<file path="config.mk">
export PLATFORM = sky130hd
export DESIGN_NAME = rtu_frame_gap_deframer_unit_flat
export DESIGN_NICKNAME = d
export VERILOG_FILES = /design/src/rtl/core/rfgd_pkg.sv /design/src/rtl/core/rfgd_if.sv /design/src/rtl/core/rfgd_rx_ctrl.sv /design/src/rtl/core/rtu_frame_gap_deframer_unit.sv /design/src/flat_wrapper.sv
export VERILOG_INCLUDE_DIRS = /design/src /design/src/rtl/core
export SDC_FILE = /design/constraint.sdc
export NUM_CORES = 2
export LEC_CHECK = 0
export BUFFER_PORTS_ARGS = -buffer_cell sky130_fd_sc_hd__buf_4
export CORE_UTILIZATION = 30
export CTS_BUF_LIST = sky130_fd_sc_hd__clkbuf_4
export DETAILED_ROUTE_END_ITERATION = 10
export GPL_TIMING_DRIVEN = 0
export SLEW_MARGIN = 40
export SYNTH_ARGS = -nofsm -noshare
export SYNTH_HDL_FRONTEND = slang
export SYNTH_SLANG_ARGS = --single-unit
</file>
<file path="constraint.sdc">
create_clock -name clk -period 12.6 [get_ports clk]
set_input_delay 1.89 -clock clk [delete_from_list [all_inputs] [get_ports clk]]
set_output_delay 1.89 -clock clk [all_outputs]
set_load 0.1 [all_outputs]
</file>
<file path="src/rtl/core/assert_macros.svh">
// Assertion helpers used by rfgd_rx_ctrl.
`ifndef ASSERT_MACROS_SVH
`define ASSERT_MACROS_SVH

// Same-cycle implication, off during reset.
`define ASSERT_IMPL(label, clk, rst, cond, prop, msg) \
  label: assert property (@(posedge clk) disable iff (rst) (cond) |-> (prop)) \
    else $error(msg);

// Next-cycle implication, off during reset.
`define ASSERT_NEXT(label, clk, rst, cond, prop, msg) \
  label: assert property (@(posedge clk) disable iff (rst) (cond) |=> (prop)) \
    else $error(msg);

`endif

</file>
<file path="src/rtl/core/rfgd_pkg.sv">
// ----------------------------------------------------------------------------
// rfgd_pkg
// Types and codes shared by the frame-gap deframer files.
// ----------------------------------------------------------------------------
`default_nettype none

package rfgd_pkg;

  localparam int OP_W        = 2;
  localparam int BYTE_W      = 8;
  localparam int TIME_W      = 16;
  localparam int INDEX_W     = 8;
  localparam int LEN_W       = 9;
  localparam int ERR_W       = 32;
  localparam int CFG_INDEX_W = 2;
  localparam int CFG_DATA_W  = 16;

  localparam logic [OP_W-1:0] OP_BYTE  = 2'd0;
  localparam logic [OP_W-1:0] OP_TICK  = 2'd1;
  localparam logic [OP_W-1:0] OP_READ  = 2'd2;
  localparam logic [OP_W-1:0] OP_CLEAR = 2'd3;

  localparam logic [CFG_INDEX_W-1:0] CFG_INTER_FRAME = 2'd0;
  localparam logic [CFG_INDEX_W-1:0] CFG_INTER_CHAR  = 2'd1;

  localparam logic [TIME_W-1:0] INTER_FRAME_RESET = 16'd1950;
  localparam logic [TIME_W-1:0] INTER_CHAR_RESET  = 16'd850;

  typedef struct packed {
    logic             frame_ready;
    logic [LEN_W-1:0] frame_length;
    logic [ERR_W-1:0] frame_errors;
    logic             receiving;
  } res_t;

endpackage

`default_nettype wire

</file>
<file path="src/rtl/core/rfgd_if.sv">
// ----------------------------------------------------------------------------
// rfgd_if
// Valid/ready channels of the frame-gap deframer: items, results, config.
// ----------------------------------------------------------------------------
`default_nettype none

interface rfgd_item_if;
  logic                         valid;
  logic                         ready;
  logic [rfgd_pkg::OP_W-1:0]    op;
  logic [rfgd_pkg::BYTE_W-1:0]  rx_byte;
  logic [rfgd_pkg::TIME_W-1:0]  time_us;
  logic [rfgd_pkg::INDEX_W-1:0] read_index;

  modport source (output valid, op, rx_byte, time_us, read_index, input ready);
  modport sink (input valid, op, rx_byte, time_us, read_index, output ready);
endinterface

interface rfgd_result_if;
  logic                        valid;
  logic                        ready;
  logic                        frame_ready;
  logic [rfgd_pkg::LEN_W-1:0]  frame_length;
  logic [rfgd_pkg::BYTE_W-1:0] read_byte;
  logic [rfgd_pkg::ERR_W-1:0]  frame_errors;
  logic                        receiving;

  modport source (output valid, frame_ready, frame_length, read_byte, frame_errors,
                  receiving, input ready);
  modport sink (input valid, frame_ready, frame_length, read_byte, frame_errors,
                receiving, output ready);
endinterface

interface rfgd_cfg_if;
  logic                             valid;
  logic                             ready;
  logic [rfgd_pkg::CFG_INDEX_W-1:0] index;
  logic [rfgd_pkg::CFG_DATA_W-1:0]  data;

  modport source (output valid, index, data, input ready);
  modport sink (input valid, index, data, output ready);
endinterface

`default_nettype wire

</file>
<file path="src/rtl/core/rfgd_rx_ctrl.sv">
// ----------------------------------------------------------------------------
// rfgd_rx_ctrl
// Receive state: frame timing, fill count, error count and buffer writes.
// ----------------------------------------------------------------------------
`default_nettype none

`include "assert_macros.svh"

module rfgd_rx_ctrl #(
  parameter int FRAME_DEPTH = 256
) (
  input  wire logic                                    clk,
  input  wire logic                                    rst,
  input  wire logic                                    accept,
  input  wire logic [rfgd_pkg::OP_W-1:0]               op,
  input  wire logic [rfgd_pkg::TIME_W-1:0]             time_us,
  input  wire logic [rfgd_pkg::TIME_W-1:0]             inter_frame_gap_us,
  input  wire logic [rfgd_pkg::TIME_W-1:0]             inter_char_gap_us,
  output rfgd_pkg::res_t                               res,
  output logic                                         wr_en,
  output logic [$clog2(FRAME_DEPTH)-1:0]               wr_addr
);

  localparam int AW = $clog2(FRAME_DEPTH);
  localparam int CW = $clog2(FRAME_DEPTH + 1);

  logic                           receiving;
  logic                           receiving_next;
  logic [CW-1:0]                  fill_count;
  logic [CW-1:0]                  fill_count_next;
  logic [rfgd_pkg::TIME_W-1:0]    last_byte_time;
  logic [rfgd_pkg::TIME_W-1:0]    last_byte_time_next;
  logic [rfgd_pkg::ERR_W-1:0]     error_count;
  logic [rfgd_pkg::ERR_W-1:0]     error_count_next;

  logic [rfgd_pkg::TIME_W-1:0]    gap;
  logic                           gap_frame;
  logic                           gap_char;
  logic [CW-1:0]                  base;
  logic                           room;

  assign gap       = time_us - last_byte_time;
  assign gap_frame = gap >= inter_frame_gap_us;
  assign gap_char  = gap > inter_char_gap_us;
  assign base      = (!receiving || gap_frame || gap_char) ? '0 : fill_count;
  assign room      = base < CW'(FRAME_DEPTH);

  always_comb begin
    receiving_next      = receiving;
    fill_count_next     = fill_count;
    last_byte_time_next = last_byte_time;
    error_count_next    = error_count;
    res.frame_ready     = 1'b0;
    res.frame_length    = '0;
    wr_en               = 1'b0;
    wr_addr             = AW'(base);
    unique case (op)
      rfgd_pkg::OP_BYTE: begin
        if (receiving && !gap_frame && gap_char) begin
          error_count_next = error_count + rfgd_pkg::ERR_W'(1);
        end
        if (room) begin
          wr_en           = accept;
          fill_count_next = base + CW'(1);
        end else begin
          fill_count_next = base;
        end
        receiving_next      = 1'b1;
        last_byte_time_next = time_us;
      end
      rfgd_pkg::OP_TICK: begin
        if (receiving && (fill_count != '0) && gap_frame) begin
          res.frame_ready  = 1'b1;
          res.frame_length = rfgd_pkg::LEN_W'(fill_count);
          fill_count_next  = '0;
          receiving_next   = 1'b0;
        end
      end
      rfgd_pkg::OP_READ: begin
      end
      rfgd_pkg::OP_CLEAR: begin
        receiving_next  = 1'b0;
        fill_count_next = '0;
      end
      default: begin
      end
    endcase
    res.frame_errors = error_count_next;
    res.receiving    = receiving_next;
  end

  always_ff @(posedge clk) begin
    if (rst) begin
      receiving      <= 1'b0;
      fill_count     <= '0;
      last_byte_time <= '0;
      error_count    <= '0;
    end else if (accept) begin
      receiving      <= receiving_next;
      fill_count     <= fill_count_next;
      last_byte_time <= last_byte_time_next;
      error_count    <= error_count_next;
    end
  end

  `ASSERT_IMPL(a_idle_empty, clk, rst, !receiving, fill_count == '0, "fill count set while idle")
  `ASSERT_IMPL(a_fill_bound, clk, rst, 1'b1, fill_count <= CW'(FRAME_DEPTH), "fill count past depth")
  `ASSERT_NEXT(a_hold_state, clk, rst, !accept,
               $stable(fill_count) && $stable(error_count), "state moved without item")

endmodule

`default_nettype wire

</file>
<file path="src/rtl/core/rtu_frame_gap_deframer_unit.sv">
// ----------------------------------------------------------------------------
// rtu_frame_gap_deframer_unit
// Frame-gap deframer: splits timestamped serial bytes into frames by silence.
// ----------------------------------------------------------------------------
// One item enters per cycle while result_out accepts results: the item
// updates the receive state and reads the frame buffer at the accept edge,
// then the result passes through a pipeline register and an output register.
// The buffer is a single-write, single-read memory of FRAME_DEPTH bytes with
// registered read data; stored bytes stay readable until overwritten, and
// entries never written since reset read back as unknown data.
`default_nettype none

module rtu_frame_gap_deframer_unit #(
  parameter int FRAME_DEPTH = 256
) (
  input  wire logic     clk,
  input  wire logic     rst,
  rfgd_item_if.sink     item_in,
  rfgd_result_if.source result_out,
  rfgd_cfg_if.sink      cfg
);

  localparam int AW = $clog2(FRAME_DEPTH);

  logic [rfgd_pkg::TIME_W-1:0] inter_frame_gap_us;
  logic [rfgd_pkg::TIME_W-1:0] inter_char_gap_us;

  logic                        accept;
  logic                        p_valid;
  logic                        p_advance;
  rfgd_pkg::res_t              p_res;
  logic                        p_is_read;
  rfgd_pkg::res_t              res;
  logic                        wr_en;
  logic [AW-1:0]               wr_addr;
  logic [AW-1:0]               rd_addr;
  logic                        rd_in_range;
  logic [rfgd_pkg::BYTE_W-1:0] rd_q;
  logic [rfgd_pkg::BYTE_W-1:0] mem [FRAME_DEPTH];

  logic                        o_valid;
  rfgd_pkg::res_t              o_res;
  logic [rfgd_pkg::BYTE_W-1:0] o_read_byte;

  assign cfg.ready = 1'b1;

  always_ff @(posedge clk) begin
    if (rst) begin
      inter_frame_gap_us <= rfgd_pkg::INTER_FRAME_RESET;
      inter_char_gap_us  <= rfgd_pkg::INTER_CHAR_RESET;
    end else if (cfg.valid) begin
      unique case (cfg.index)
        rfgd_pkg::CFG_INTER_FRAME: inter_frame_gap_us <= cfg.data;
        rfgd_pkg::CFG_INTER_CHAR:  inter_char_gap_us  <= cfg.data;
        default: begin
        end
      endcase
    end
  end

  assign p_advance     = p_valid && (!o_valid || result_out.ready);
  assign item_in.ready = !p_valid || p_advance;
  assign accept        = item_in.valid && item_in.ready;

  rfgd_rx_ctrl #(
    .FRAME_DEPTH (FRAME_DEPTH)
  ) u_rx_ctrl (
    .clk                (clk),
    .rst                (rst),
    .accept             (accept),
    .op                 (item_in.op),
    .time_us            (item_in.time_us),
    .inter_frame_gap_us (inter_frame_gap_us),
    .inter_char_gap_us  (inter_char_gap_us),
    .res                (res),
    .wr_en              (wr_en),
    .wr_addr            (wr_addr)
  );

  assign rd_addr     = AW'(item_in.read_index);
  assign rd_in_range = 32'(item_in.read_index) < 32'(FRAME_DEPTH);

  always_ff @(posedge clk) begin
    if (wr_en) begin
      mem[wr_addr] <= item_in.rx_byte;
    end
    if (accept) begin
      rd_q <= mem[rd_addr];
    end
  end

  always_ff @(posedge clk) begin
    if (rst) begin
      p_valid <= 1'b0;
    end else if (accept) begin
      p_valid <= 1'b1;
    end else if (p_advance) begin
      p_valid <= 1'b0;
    end
  end

  always_ff @(posedge clk) begin
    if (accept) begin
      p_res     <= res;
      p_is_read <= (item_in.op == rfgd_pkg::OP_READ) && rd_in_range;
    end
  end

  always_ff @(posedge clk) begin
    if (rst) begin
      o_valid <= 1'b0;
    end else if (p_advance) begin
      o_valid <= 1'b1;
    end else if (result_out.ready) begin
      o_valid <= 1'b0;
    end
  end

  always_ff @(posedge clk) begin
    if (p_advance) begin
      o_res       <= p_res;
      o_read_byte <= p_is_read ? rd_q : '0;
    end
  end

  assign result_out.valid        = o_valid;
  assign result_out.frame_ready  = o_res.frame_ready;
  assign result_out.frame_length = o_res.frame_length;
  assign result_out.read_byte    = o_read_byte;
  assign result_out.frame_errors = o_res.frame_errors;
  assign result_out.receiving    = o_res.receiving;

endmodule

`default_nettype wire

</file>
<file path="src/flat_wrapper.sv">
// flat-port wrapper written by rule: the top's interface ports become plain ports
module rtu_frame_gap_deframer_unit_flat 
#(
  parameter int FRAME_DEPTH = 256
)
  (clk, rst, item_in_valid, item_in_op, item_in_rx_byte, item_in_time_us, item_in_read_index, item_in_ready, result_out_valid, result_out_frame_ready, result_out_frame_length, result_out_read_byte, result_out_frame_errors, result_out_receiving, result_out_ready, cfg_valid, cfg_index, cfg_data, cfg_ready);
  rfgd_item_if item_in_i ();
  rfgd_result_if result_out_i ();
  rfgd_cfg_if cfg_i ();
  input  wire logic clk;
  input  wire logic rst;
  input wire logic [$bits(item_in_i.valid)-1:0] item_in_valid;
  input wire logic [$bits(item_in_i.op)-1:0] item_in_op;
  input wire logic [$bits(item_in_i.rx_byte)-1:0] item_in_rx_byte;
  input wire logic [$bits(item_in_i.time_us)-1:0] item_in_time_us;
  input wire logic [$bits(item_in_i.read_index)-1:0] item_in_read_index;
  output wire logic [$bits(item_in_i.ready)-1:0] item_in_ready;
  output wire logic [$bits(result_out_i.valid)-1:0] result_out_valid;
  output wire logic [$bits(result_out_i.frame_ready)-1:0] result_out_frame_ready;
  output wire logic [$bits(result_out_i.frame_length)-1:0] result_out_frame_length;
  output wire logic [$bits(result_out_i.read_byte)-1:0] result_out_read_byte;
  output wire logic [$bits(result_out_i.frame_errors)-1:0] result_out_frame_errors;
  output wire logic [$bits(result_out_i.receiving)-1:0] result_out_receiving;
  input wire logic [$bits(result_out_i.ready)-1:0] result_out_ready;
  input wire logic [$bits(cfg_i.valid)-1:0] cfg_valid;
  input wire logic [$bits(cfg_i.index)-1:0] cfg_index;
  input wire logic [$bits(cfg_i.data)-1:0] cfg_data;
  output wire logic [$bits(cfg_i.ready)-1:0] cfg_ready;
  assign item_in_i.valid = item_in_valid;
  assign item_in_i.op = item_in_op;
  assign item_in_i.rx_byte = item_in_rx_byte;
  assign item_in_i.time_us = item_in_time_us;
  assign item_in_i.read_index = item_in_read_index;
  assign item_in_ready = item_in_i.ready;
  assign result_out_valid = result_out_i.valid;
  assign result_out_frame_ready = result_out_i.frame_ready;
  assign result_out_frame_length = result_out_i.frame_length;
  assign result_out_read_byte = result_out_i.read_byte;
  assign result_out_frame_errors = result_out_i.frame_errors;
  assign result_out_receiving = result_out_i.receiving;
  assign result_out_i.ready = result_out_ready;
  assign cfg_i.valid = cfg_valid;
  assign cfg_i.index = cfg_index;
  assign cfg_i.data = cfg_data;
  assign cfg_ready = cfg_i.ready;
  rtu_frame_gap_deframer_unit #(.FRAME_DEPTH(FRAME_DEPTH)) u_core (.clk(clk), .rst(rst), .item_in(item_in_i), .result_out(result_out_i), .cfg(cfg_i));
endmodule
</file>
==> flow_summary.toml <==
[final_layout]
drive_gt1_frac = 0.3745
area_growth_pct = 16.21
stdcell_count = 9202
nets = 5059
nFillCells = 27370

[timing]
rsz0062_at_grt = "false"
slew_headroom = 0.3527
hold_viol_final = 0
worst_pin_slew_ns = 0.9710
min_period_ns = 7.983
fmax_ghz = 0.1253
fin_setup_tns_ns = 0
min_period_over_period = 0.6336
setup_viol_count_final = 0
slew_viol_final = 0
skew_ns = 0.1791

[critical_path]
cp.required_ns = 13.44
endpoint_kind = "flop"
worstSetupPathType = "primary input to flop"
cp-start-kind = "primary input"
critPathMaxFanout = 10
arrival_ns = 8.83

[yosys]
synth.distinct_cells = 60
ys_ff_latch = 2243
postSynth.asyncResetShare = 0
synth_area_sq_um = 88270
syn_inst = 4228
syn-mean-instance-area_sq_um = 20.88
yosysWarnings = 0
synth_top_flop_cell = "edfxtp_1"
synth_edf_count = 2151
ys_seq_area_frac = 0.7527
synth.net_count = 4338

[detailed_routing]
post_drt_wl_per_cell_um = 26.83
drc = 0
vias = 46880
dr.first_iter.drc_count = 5179
wl_mm = 246.8
via_per_inst = 5.095
first_pass_iters = 8
ant_nets = 0

[job]
drv_cap = 0

[place]
io_buffer_count = 101
dp_cells = 8276
dp_hpwl_mm = 167.9
routabilityCongestion = 0.9098

[grt]
grt_use_total = 0.1651
grt_pass1_vias = 47780
grt_max_degree = 99
grt_pass1_wl_mm = 347.3
antenna_found_initial = 15
grt_overflow = 0

[clock_network]
cts_buffer_depth = 4
cts_tree = "yes"
worstSkewPairLatency_ns = 1.36
cts-root-buf = "clkbuf_4"
postCtsHoldBufs = 0
clock-sinks = 2243
clk_pin_slew_ns = 0.07
cts_buffers = 568
cts_resized = 0
post_cts_buffers = 0
htreeDepth = 6

[floorplan]
die_w_um = 544.4
ioPinCount = 111
num_rows = 198
die_h_um = 544.4
core_area_sq_um = 291800
initial_core_util = 0.3025
dieArea_sq_um = 296400

[power]
power_w = 0.01515
p_leak_nw = 32.36
p_per_area_nw_per_um2 = 147.7
peakVddDrop_mv = 0.07073

[worst_hold_path]
hold_class = "flop to flop"

[status]
status = "complete, no violations"
[cell families after synthesis]
family          Yosys count  share of synthesized area
xor+xnor                 50                   0.004961
mux                     710                     0.1713
flops                  2243                     0.7527
fa+ha+maj                53                   0.007598
buf+inv                 303                    0.01372
other cells               1                 0.00004249
simple gates            654                    0.03469
compound gates          214                    0.01504
[state kept, by name, summed over array words and instances, names as in the netlist, 9 cells and up]
name and count:
u_core.mem 2048, u_core.p_res 43, u_core.result_out.frame_errors 32, u_core.u_rx_ctrl.error_count 32
u_core.inter_char_gap_us 16, u_core.inter_frame_gap_us 16, u_core.u_rx_ctrl.last_byte_time 16, u_core.result_out.frame_length 9
u_core.u_rx_ctrl.fill_count 9
[report_power, final]
part           total (W)  leakage [nW]  switching [W]  internal [W]
logic           0.000926          8.16       0.000596      0.000330
clock network    0.00603          4.04        0.00291       0.00311
registers        0.00820          20.2      0.0000106       0.00818
total             0.0151          32.4        0.00352        0.0116
[cell type report]
class / instances / area [sq um] / area share
multi-input combinational: 1682 / 21130 / 0.2060
antenna: 7 / 17.52 / 0.0001708
tap: 3900 / 4880 / 0.04757
timing repair buffer: 151 / 1968 / 0.01919
buffer: 238 / 1110 / 0.01082
clock buffer: 773 / 5803 / 0.05658
sequential: 2243 / 66430 / 0.6477
inverter: 65 / 246.5 / 0.002403
clock inverter: 143 / 988.4 / 0.009637
[metrics by stage]
stage | utilization | hold WS, ns | setup WS [ns] | cell area (sq um)
4_1_cts | 0.3507 | 0.3469 | 4.804 | 102400
3_5_place_dp | 0.3274 | 0.4045 | 3.458 | 95560
6_report | 0.3515 | 0.3601 | 4.617 | 102600
5_1_grt | 0.3515 | 0.3394 | 4.425 | 102600
3_3_place_gp | 0.3218 | 0.4037 | 2.936 | 93900
2_1_floorplan | - | 0.4003 | 5.817 | 88270
[placed cells by master (no fill, tap or decap), drive strengths merged, types with 23 or more instances in the layout]
cell,synthesis,final
or4,23,23
buf,100,247
ha,52,52
nand3,46,46
nand2,125,125
edfxtp,2151,2151
mux4,640,640
xor2,28,28
clkinv,0,104
o211ai,25,25
and3,29,29
o21ai,35,35
nor2,311,311
mux2i,66,66
clkbuf,138,915
a22oi,32,32
a21oi,77,77
dfxtp,92,92
inv,65,83
[path summary, 6_finish.rpt]
check | startpoint | end | slack (ns) | depth (start not counted)
setup / recovery | item_in_time_us[0] | u_core.mem[23][1] | 4.62 | 23
setup reg to reg | u_core.u_rx_ctrl.last_byte_time[0] | u_core.mem[23][1] | 5.14 | 21
hold reg to reg | u_core.p_res[38] | u_core.result_out.frame_length[5] | 0.36 | 0
hold / removal | u_core.p_res[38] | u_core.result_out.frame_length[5] | 0.36 | 0
[critical path: stages]
cell      delay (ns)
buf_4           0.09
inv_1           0.04
ha_1            0.21
fa_1            0.41
nor2b_1         0.14
o21ai_0         0.11
a21boi_0        0.39
o211ai_1        0.22
a31oi_1         0.27
a21o_1          0.16
a21oi_1         0.07
xnor2_1         0.16
ha_1            0.31
and3_1          0.18
nand4_1         0.18
or4_1           0.62
o21ai_1         0.26
and3_1          0.29
ha_1            0.24
clkbuf_1        0.50
nand4b_1        0.69
clkbuf_4        0.62
nor2_1          0.71
[synthesized netlist by cell type, types with 8 or more instances]
master | instances | area [sq um]
a31oi_1 | 8 | 50.05
and4_1 | 9 | 78.83
buf_2 | 50 | 250.2
nor3_1 | 15 | 75.07
xnor2_1 | 22 | 192.7
nor2b_1 | 21 | 131.4
mux2i_1 | 66 | 660.6
xor2_1 | 28 | 245.2
or4_1 | 23 | 172.7
buf_1 | 48 | 180.2
and2_1 | 13 | 81.33
and3_1 | 26 | 162.7
nand3_1 | 46 | 230.2
o21ai_0 | 33 | 165.2
ha_1 | 52 | 650.6
nor2_1 | 309 | 1160
a22oi_1 | 32 | 240.2
clkbuf_1 | 138 | 518.0
dfxtp_1 | 92 | 1842
edfxtp_1 | 2151 | 64590
nand2_1 | 124 | 465.5
o31ai_1 | 15 | 112.6
mux4_2 | 640 | 14410
nand4b_1 | 8 | 70.07
a21oi_1 | 77 | 385.4
nand4_1 | 17 | 106.4
inv_1 | 65 | 244.0
or3_1 | 13 | 81.33
o211ai_1 | 25 | 187.7
[per-layer routing]
layer,vias up,track usage,wire [um]
li1,19300,-,-
met1,24700,0.2112,95820
met2,2396,0.2669,119800
met3,487,0.03915,21430
met4,4,0.07299,9755
met5,-,0,32
Note: power is estimated with default switching activity, not from simulation.
